[src/hw/rtl/msi_va_pkg.sv]
// ----------------------------------------------------------------------------
// MSI vector allocator package
// Shared types and fixed constants of the MSI vector allocator.
// ----------------------------------------------------------------------------
package msi_va_pkg;

    // Vector map entries handled per cycle, and the index bits of one entry
    // within that group.
    localparam int DIGIT   = 4;
    localparam int DIGIT_W = 2;

    // Field widths fixed by the message format.
    localparam int OWNER_W = 8;
    localparam int COUNT_W = 8;
    localparam int ADDR_W  = 32;
    localparam int DATA_W  = 16;
    localparam int TRIG_W  = 2;

    // Fixed top address bits of an MSI message.
    localparam logic [11:0] MSI_ADDR_TOP = 12'hFFE;

    // Saturation limit of the freed vector count.
    localparam logic [COUNT_W-1:0] FREED_MAX = 8'hFF;

    // Input command codes.
    localparam logic CMD_ALLOC = 1'b0;
    localparam logic CMD_FREE  = 1'b1;

    // Result status codes.
    localparam logic STATUS_OK   = 1'b0;
    localparam logic STATUS_FAIL = 1'b1;

    // One dynamic vector: its used flag and the owner that holds it.
    typedef struct packed {
        logic               used;
        logic [OWNER_W-1:0] owner;
    } entry_t;

    // Pass control from the sequencer to the digit unit.
    typedef struct packed {
        logic clear;
        logic scan;
        logic mark;
        logic rel;
    } digit_ctl_t;

endpackage

[src/hw/rtl/msi_vector_allocator_unit.sv]
// ----------------------------------------------------------------------------
// MSI vector allocator
// First-fit allocator of contiguous MSI interrupt vectors with per-vector
// owners, plus release of all vectors held by one owner.
//
//   Channel  Direction  tdata (low bit up)                          tuser
//   s_       in         owner_id, vector_count, address_in,          command
//                       data_in, trigger
//   m_       out        first_vector, msg_address, msg_data,         status
//                       freed_count
//
// The dynamic vectors sit in a rotating ring that presents four entries a
// cycle while a pass runs, so one pass covers G = ceil((TOTAL - FIRST) / 4)
// groups (52 by default). An allocate takes a scan pass and, when a run is
// found, a marking pass; a free takes one release pass.
// Reset restores the map at once: dynamic vectors free, padding used, all owners zero.
// A new item is taken while the previous result still waits on m_.
// ----------------------------------------------------------------------------
module msi_vector_allocator_unit #(
    parameter int TOTAL_VECTORS        = 256,
    parameter int FIRST_DYNAMIC_VECTOR = 48
) (
    input  logic        aclk,
    input  logic        aresetn,
    // owner_id, vector_count, address_in, data_in, trigger, zero fill
    input  logic [71:0] s_tdata,
    // command
    input  logic [0:0]  s_tuser,
    input  logic        s_tvalid,
    output logic        s_tready,
    // first_vector, msg_address, msg_data, freed_count
    output logic [63:0] m_tdata,
    // status
    output logic [0:0]  m_tuser,
    output logic        m_tvalid,
    input  logic        m_tready
);
    import msi_va_pkg::*;

    localparam int DYN_VECTORS = TOTAL_VECTORS - FIRST_DYNAMIC_VECTOR;
    localparam int GROUPS      = (DYN_VECTORS + DIGIT - 1) / DIGIT;
    localparam int DYN_PAD     = GROUPS * DIGIT;
    localparam int GRP_W       = (GROUPS > 1) ? $clog2(GROUPS) : 1;
    localparam int POS_W       = $clog2(DYN_PAD + 1);
    localparam int SUM_W       = $clog2(TOTAL_VECTORS + DIGIT) + 1;

    typedef enum logic [4:0] {
        ST_IDLE = 5'b00001,
        ST_SCAN = 5'b00010,
        ST_MARK = 5'b00100,
        ST_FREE = 5'b01000,
        ST_DONE = 5'b10000
    } state_t;

    state_t             state_reg, state_next;
    logic [GRP_W-1:0]   pos_reg, pos_next;
    logic               cmd_reg;
    logic [OWNER_W-1:0] owner_reg;
    logic [COUNT_W-1:0] count_reg;
    logic [ADDR_W-1:0]  addr_reg;
    logic [DATA_W-1:0]  data_reg;
    logic [TRIG_W-1:0]  trig_reg;

    logic        m_valid_reg;
    logic [63:0] m_data_reg;
    logic        m_status_reg;

    digit_ctl_t                ctl;
    logic                      shift_en;
    logic                      last_grp;
    logic                      load_out;
    entry_t [DIGIT-1:0]        head_digit;
    entry_t [DIGIT-1:0]        tail_digit;
    logic                      found;
    logic [POS_W-1:0]          start_pos;
    logic [COUNT_W-1:0]        freed;
    logic [SUM_W-1:0]          vec_sum;
    logic [7:0]                first_vec;
    logic [ADDR_W-1:0]         msg_addr;
    logic [DATA_W-1:0]         msg_data;

    msi_va_ring #(
        .DYN_VECTORS (DYN_VECTORS),
        .DEPTH       (DYN_PAD)
    ) u_ring (
        .aclk       (aclk),
        .aresetn    (aresetn),
        .shift_en   (shift_en),
        .tail_digit (tail_digit),
        .head_digit (head_digit)
    );

    msi_va_digit #(
        .GRP_W (GRP_W),
        .POS_W (POS_W)
    ) u_digit (
        .aclk       (aclk),
        .aresetn    (aresetn),
        .ctl        (ctl),
        .pos        (pos_reg),
        .owner      (owner_reg),
        .count      (count_reg),
        .head_digit (head_digit),
        .tail_digit (tail_digit),
        .found      (found),
        .start_pos  (start_pos),
        .freed      (freed)
    );

    assign s_tready = (state_reg == ST_IDLE);
    assign last_grp = (pos_reg == GRP_W'(GROUPS - 1));
    assign load_out = (state_reg == ST_DONE) && (!m_valid_reg || m_tready);

    // Pass sequencer: scan, optional mark, or free, then hand off the result.
    always_comb begin
        state_next = state_reg;
        pos_next   = pos_reg;
        shift_en   = 1'b0;
        ctl        = '0;
        case (state_reg)
            ST_IDLE: begin
                if (s_tvalid) begin
                    ctl.clear  = 1'b1;
                    pos_next   = '0;
                    state_next = (s_tuser[0] == CMD_FREE) ? ST_FREE : ST_SCAN;
                end
            end
            ST_SCAN: begin
                shift_en = 1'b1;
                ctl.scan = 1'b1;
                pos_next = last_grp ? '0 : pos_reg + GRP_W'(1);
                if (last_grp) begin
                    state_next = ST_MARK;
                end
            end
            ST_MARK: begin
                if (!found) begin
                    state_next = ST_DONE;
                end else begin
                    shift_en = 1'b1;
                    ctl.mark = 1'b1;
                    pos_next = last_grp ? '0 : pos_reg + GRP_W'(1);
                    if (last_grp) begin
                        state_next = ST_DONE;
                    end
                end
            end
            ST_FREE: begin
                shift_en = 1'b1;
                ctl.rel  = 1'b1;
                pos_next = last_grp ? '0 : pos_reg + GRP_W'(1);
                if (last_grp) begin
                    state_next = ST_DONE;
                end
            end
            ST_DONE: begin
                if (load_out) begin
                    state_next = ST_IDLE;
                end
            end
            default: begin
                state_next = ST_IDLE;
            end
        endcase
    end

    always_ff @(posedge aclk) begin
        if (!aresetn) begin
            state_reg <= ST_IDLE;
            pos_reg   <= '0;
        end else begin
            state_reg <= state_next;
            pos_reg   <= pos_next;
        end
    end

    // Capture the fields of an accepted item.
    always_ff @(posedge aclk) begin
        if (s_tvalid && s_tready) begin
            cmd_reg   <= s_tuser[0];
            owner_reg <= s_tdata[7:0];
            count_reg <= s_tdata[15:8];
            addr_reg  <= s_tdata[47:16];
            data_reg  <= s_tdata[63:48];
            trig_reg  <= s_tdata[65:64];
        end
    end

    // Compose the MSI message from the found run.
    assign vec_sum   = SUM_W'(FIRST_DYNAMIC_VECTOR) + SUM_W'(start_pos);
    assign first_vec = vec_sum[7:0];
    assign msg_addr  = {MSI_ADDR_TOP, addr_reg[19:0]};
    assign msg_data  = {trig_reg, data_reg[13:11], 3'b000, first_vec};

    // Output register: holds a finished result until the sink takes it.
    always_ff @(posedge aclk) begin
        if (!aresetn) begin
            m_valid_reg <= 1'b0;
        end else if (load_out) begin
            m_valid_reg <= 1'b1;
        end else if (m_tready) begin
            m_valid_reg <= 1'b0;
        end
    end

    always_ff @(posedge aclk) begin
        if (load_out) begin
            if (cmd_reg == CMD_FREE) begin
                m_status_reg <= STATUS_OK;
                m_data_reg   <= {freed, 56'd0};
            end else if (found) begin
                m_status_reg <= STATUS_OK;
                m_data_reg   <= {8'd0, msg_data, msg_addr, first_vec};
            end else begin
                m_status_reg <= STATUS_FAIL;
                m_data_reg   <= '0;
            end
        end
    end

    assign m_tvalid   = m_valid_reg;
    assign m_tdata    = m_data_reg;
    assign m_tuser[0] = m_status_reg;

endmodule

[src/hw/rtl/msi_va_ring.sv]
// ----------------------------------------------------------------------------
// MSI vector allocator ring store
// Circular shift line holding the used flag and owner of every dynamic
// vector, rotated by one group of entries per cycle while shift_en is high.
// ----------------------------------------------------------------------------
module msi_va_ring #(
    parameter int DYN_VECTORS = 208,
    parameter int DEPTH       = 208
) (
    input  logic                                       aclk,
    input  logic                                       aresetn,
    input  logic                                       shift_en,
    input  msi_va_pkg::entry_t [msi_va_pkg::DIGIT-1:0] tail_digit,
    output msi_va_pkg::entry_t [msi_va_pkg::DIGIT-1:0] head_digit
);
    import msi_va_pkg::*;

    entry_t ring_reg [DEPTH];

    // Rotate the ring; the processed head group re-enters at the tail.
    // Padding entries past the last vector stay used forever.
    always_ff @(posedge aclk) begin
        if (!aresetn) begin
            for (int j = 0; j < DEPTH; j++) begin
                ring_reg[j].used  <= (j >= DYN_VECTORS);
                ring_reg[j].owner <= '0;
            end
        end else if (shift_en) begin
            for (int j = 0; j < DEPTH - DIGIT; j++) begin
                ring_reg[j] <= ring_reg[j + DIGIT];
            end
            for (int k = 0; k < DIGIT; k++) begin
                ring_reg[DEPTH - DIGIT + k] <= tail_digit[k];
            end
        end
    end

    // The head group is the one under work in this cycle.
    always_comb begin
        for (int k = 0; k < DIGIT; k++) begin
            head_digit[k] = ring_reg[k];
        end
    end

endmodule

[src/hw/rtl/msi_va_digit.sv]
// ----------------------------------------------------------------------------
// MSI vector allocator digit unit
// Works on one group of ring entries per cycle: tracks the free run during
// a scan, marks the found run, and releases the entries of an owner.
// ----------------------------------------------------------------------------
module msi_va_digit #(
    parameter int GRP_W = 6,
    parameter int POS_W = 8
) (
    input  logic                                       aclk,
    input  logic                                       aresetn,
    input  msi_va_pkg::digit_ctl_t                     ctl,
    input  logic [GRP_W-1:0]                           pos,
    input  logic [msi_va_pkg::OWNER_W-1:0]             owner,
    input  logic [msi_va_pkg::COUNT_W-1:0]             count,
    input  msi_va_pkg::entry_t [msi_va_pkg::DIGIT-1:0] head_digit,
    output msi_va_pkg::entry_t [msi_va_pkg::DIGIT-1:0] tail_digit,
    output logic                                       found,
    output logic [POS_W-1:0]                           start_pos,
    output logic [msi_va_pkg::COUNT_W-1:0]             freed
);
    import msi_va_pkg::*;

    logic [COUNT_W-1:0] run_reg, run_next;
    logic               found_reg, found_next;
    logic [POS_W-1:0]   start_reg, start_next;
    logic [POS_W-1:0]   end_reg, end_next;
    logic [COUNT_W-1:0] freed_reg, freed_next;

    // Per-entry work on the head group, lowest entry first.
    always_comb begin
        run_next   = run_reg;
        found_next = found_reg;
        start_next = start_reg;
        end_next   = end_reg;
        freed_next = freed_reg;
        tail_digit = head_digit;
        for (int k = 0; k < DIGIT; k++) begin
            logic [POS_W-1:0] idx;
            idx = POS_W'({pos, DIGIT_W'(k)});
            // First-fit scan: stop tracking once the run is found.
            if (ctl.scan && !found_next) begin
                if (head_digit[k].used) begin
                    run_next = '0;
                end else begin
                    run_next = run_next + COUNT_W'(1);
                    if (count != '0 && run_next == count) begin
                        found_next = 1'b1;
                        end_next   = idx + POS_W'(1);
                        start_next = idx + POS_W'(1) - POS_W'(count);
                    end
                end
            end
            // Claim every entry of the found run for the owner.
            if (ctl.mark && idx >= start_reg && idx < end_reg) begin
                tail_digit[k].used  = 1'b1;
                tail_digit[k].owner = owner;
            end
            // Release the entries of a nonzero owner and count them.
            if (ctl.rel && owner != '0 && head_digit[k].owner == owner) begin
                tail_digit[k].used  = 1'b0;
                tail_digit[k].owner = '0;
                if (freed_next != FREED_MAX) begin
                    freed_next = freed_next + COUNT_W'(1);
                end
            end
        end
        if (ctl.clear) begin
            run_next   = '0;
            found_next = 1'b0;
            freed_next = '0;
        end
    end

    // Accumulators of the current item.
    always_ff @(posedge aclk) begin
        if (!aresetn) begin
            run_reg   <= '0;
            found_reg <= 1'b0;
            freed_reg <= '0;
            start_reg <= '0;
            end_reg   <= '0;
        end else begin
            run_reg   <= run_next;
            found_reg <= found_next;
            freed_reg <= freed_next;
            start_reg <= start_next;
            end_reg   <= end_next;
        end
    end

    assign found     = found_reg;
    assign start_pos = start_reg;
    assign freed     = freed_reg;

endmodule
[config.mk]
export PLATFORM = sky130hd
export DESIGN_NAME = msi_vector_allocator_unit
export DESIGN_NICKNAME = d
export VERILOG_FILES = /design/src/hw/rtl/msi_va_pkg.sv /design/src/hw/rtl/msi_vector_allocator_unit.sv /design/src/hw/rtl/msi_va_ring.sv /design/src/hw/rtl/msi_va_digit.sv
export SDC_FILE = /design/constraint.sdc
export NUM_CORES = 2
export LEC_CHECK = 0
export BUFFER_PORTS_ARGS = -buffer_cell sky130_fd_sc_hd__buf_2
export CORE_MARGIN = 10
export CORE_UTILIZATION = 65
export CTS_CLUSTER_SIZE = 30
export DETAILED_ROUTE_END_ITERATION = 10
export PLACE_DENSITY_LB_ADDON = 0.2
export SLEW_MARGIN = 20
export SYNTH_ARGS = -nofsm -noshare
export SYNTH_HDL_FRONTEND = slang
export SYNTH_SLANG_ARGS = --single-unit
[constraint.sdc]
create_clock -name aclk -period 71.1 [get_ports aclk]
set_input_delay 14.22 -clock aclk [delete_from_list [all_inputs] [get_ports aclk]]
set_output_delay 14.22 -clock aclk [all_outputs]
set_load 0.02 [all_outputs]
==> reports/qor.yml <==
status: "complete, no violations"
synth_edf_count: 1238
grt_overflow: 0
hold_viol: 0
slew_viol_final: 0
seqPwrFrac: 0.531
grt_use_total: 0.222
postCtsHoldBufs: 0
rsz0062_at_grt: "no"
die-area_sq_um: 133000
synth.area.top_cells: "edfxtp_1 (48%), dfxtp_1 (20%), and3_1 (9.4%)"
antenna_left: 0
ys_types: 97
syn_avg_cell_area_sq_um: 11.4
area_growth_pct: 8.96
cts_made_buffers: 188
yosysSeqAreaShare: 0.679
synth_top_area_share: 0.481
max_slew.worst_pin.slew_ns: 1.18
post_cts_buffers: 0
cts_sinks: 2002
hpwl_microns: 83600
ys.flop_type: "edfxtp_1"
clockBufferDepth: 3
power.clock.fraction: 0.378
die_h_microns: 365
drtIter0Drc: 4604
finalSetupViolCount: 0
wl_microns: 150000
grt_pass1_wl_microns: 241000
row_count: 126
fmax_ghz: 0.0545
min_period_ns: 18.34
period_share: 0.258
post_dp_cell_area_sq_um: 78000
routabilityCongestion: 0.878
grt_antenna_before_repair: 7
synthArstFlopShare: 0
leakage_nw: 33.4
cap_viol_max_count: 0
clk_latency_ns: 0.81
cp_max_fo: 195
combPwrFrac: 0.092
drive_gt1_frac: 0.0731
drt_first_pass_iters: 8
synth_warnings: 0
syn_inst: 6803
grt_pass1_vias: 45200
power_switching_mw: 0.631
p_int_mw: 1.92
yosys_register_bits: 2002
power.density_nw_per_um2: 30.3
clkTransAtPathRegs_ns: 0.06
io_pins: 144
routedWlPerCell_microns: 18.0
vias: 48200
ctsHtreeMaxLevel: 4
layout.nets: 6707
grt_max_degree: 346
cts_tree: "done"
root_buffer: "clkbuf_16"
cp_data_arrival_time_ns: 18.75
relSlewSlack: 0.216
synthesis.area_sq_um: 77200
tns_ns: 0
hold_path_class: "reg2reg"
crit_type: "in2reg"
finalInstanceArea_sq_um: 84200
n_fill_cell: 7988
ir_drop_uv: 34.8
power_switching_share: 0.247
initial_core_util: 0.654
die_x_microns: 365
core-area_sq_um: 118000
yosysTopAreaCell: "edfxtp_1"
cp.required_ns: 71.51
drc: 0
vias_per_cell: 5.82
cts_resized: 0
n_antenna_cell: 0
end_kind: "register"
start_kind: "primary input"
fin_skew_ns: 0.0503
largest_reg_flops: 1872
io_buffers: 108
[cell families (layout without fill, tap and decap cells)]
kind of cell    count (synthesis)  after routing  share of synthesized area
xor+xnor                      100            100                     0.0116
fa+ha+maj                      40             40                    0.00667
flops                        2002           2002                      0.679
other cells                     1              4                  0.0000485
mux                            64             64                    0.00847
compound gates                978            978                     0.0698
buf+inv                       622            571                     0.0318
simple gates                 2996           2996                      0.192
[per-stage QoR]
| step | total power, mW | utilization | std cells | worst slack, ns | hold slack [ns] |
|---|---|---|---|---|---|
| 2_1_floorplan | 1.61 | - | 6806 | 32.91 | 0.425 |
| 3_3_place_gp | 1.61 | 0.661 | 7933 | 51.71 | 0.437 |
| 3_5_place_dp | 1.61 | 0.661 | 7933 | 51.70 | 0.443 |
| 4_1_cts | 2.57 | 0.712 | 8288 | 52.60 | 0.435 |
| 5_1_grt | 2.65 | 0.713 | 8291 | 52.38 | 0.449 |
| 6_report | 2.55 | 0.713 | 8291 | 52.76 | 0.433 |
[critical path: stages]
cell and delay [ns]:
buf_8 0.21, inv_8 0.47, nor2_2 0.07, buf_4 0.28, inv_8 0.63, buf_12 0.75, buf_4 0.47, buf_16 0.31
buf_4 0.80
[final cells by class]
| type | count | area [sq um] | share of cell area |
|---|---|---|---|
| clock buffer | 265 | 5330 | 0.0633 |
| clock inverter | 90 | 724 | 0.00861 |
| inverter | 52 | 210 | 0.00250 |
| multi-input combinational | 4182 | 22400 | 0.266 |
| sequential | 2002 | 52500 | 0.623 |
| tap | 1536 | 1920 | 0.0228 |
| timing repair buffer | 164 | 1140 | 0.0136 |
[power by group through the flow]
stage / logic [mW] / clock network [mW] / registers, mW
3_5_place_dp: 0.233 / 0 / 1.38
2_1_floorplan: 0.181 / 0 / 1.43
4_1_cts: 0.233 / 0.983 / 1.35
6_report: 0.234 / 0.964 / 1.35
3_3_place_gp: 0.232 / 0 / 1.38
5_1_grt: 0.259 / 1.03 / 1.36
[layer usage]
metal | track usage | vias up | share of wire
li1 | - | 23500 | -
met1 | 0.315 | 23500 | 0.45
met2 | 0.349 | 932 | 0.48
met3 | 0.0431 | 215 | 0.051
met4 | 0.0624 | 0 | 0.021
met5 | 0 | - | 0
[worst paths after layout]
kind / startpoint / to / slack, ns / cells past startpoint
setup / recovery: aresetn / u_ring.ring_reg[0][423] / 52.76 / 9
hold reg to reg: u_ring.ring_reg[0][1280] / u_ring.ring_reg[0][1244] / 0.43 / 2
hold / removal: u_ring.ring_reg[0][1280] / u_ring.ring_reg[0][1244] / 0.43 / 2
setup reg to reg: count_reg[0] / u_digit.end_reg[7] / 62.96 / 20
[Yosys cell counts (10+ instances only)]
master / count
xnor2_1: 71
nand3_1: 46
xor2_1: 27
o22ai_1: 10
inv_1: 50
o21ai_0: 78
buf_4: 24
a21o_1: 14
ha_1: 38
nor3_1: 32
or4_1: 13
dfxtp_1: 764
nor2_1: 92
and3_1: 1164
nand2b_1: 16
and2_1: 45
clkbuf_1: 529
nand4_1: 16
o211ai_1: 15
a21oi_1: 748
or3_1: 23
nor4_1: 14
a31oi_1: 13
nand2_1: 1475
nor2b_1: 14
a211oi_1: 16
mux2_2: 11
edfxtp_1: 1238
mux2i_1: 53
[cells in the final DEF, fill, tap and decap left out, drive strengths merged, types with 10 or more instances in the layout]
master,Yosys,routed
mux2,11,11
o211ai,16,16
ha,38,38
and2,45,45
nand3,46,46
xor2,27,27
nor4,15,15
nand4,16,16
o21ai,80,80
nand2b,16,16
mux2i,53,53
nor3,32,32
clkbuf,530,265
nor2,93,93
nand2,1475,1475
dfxtp,764,764
a22oi,10,10
a21o,14,14
nor2b,14,14
buf,40,164
a21oi,750,750
clkinv,1,80
edfxtp,1238,1238
a31oi,14,14
or3,23,23
or4,15,15
xnor2,72,72
and3,1164,1164
o22ai,10,10
inv,51,56
a211oi,17,17
Note: power is estimated with default switching activity, not from simulation.
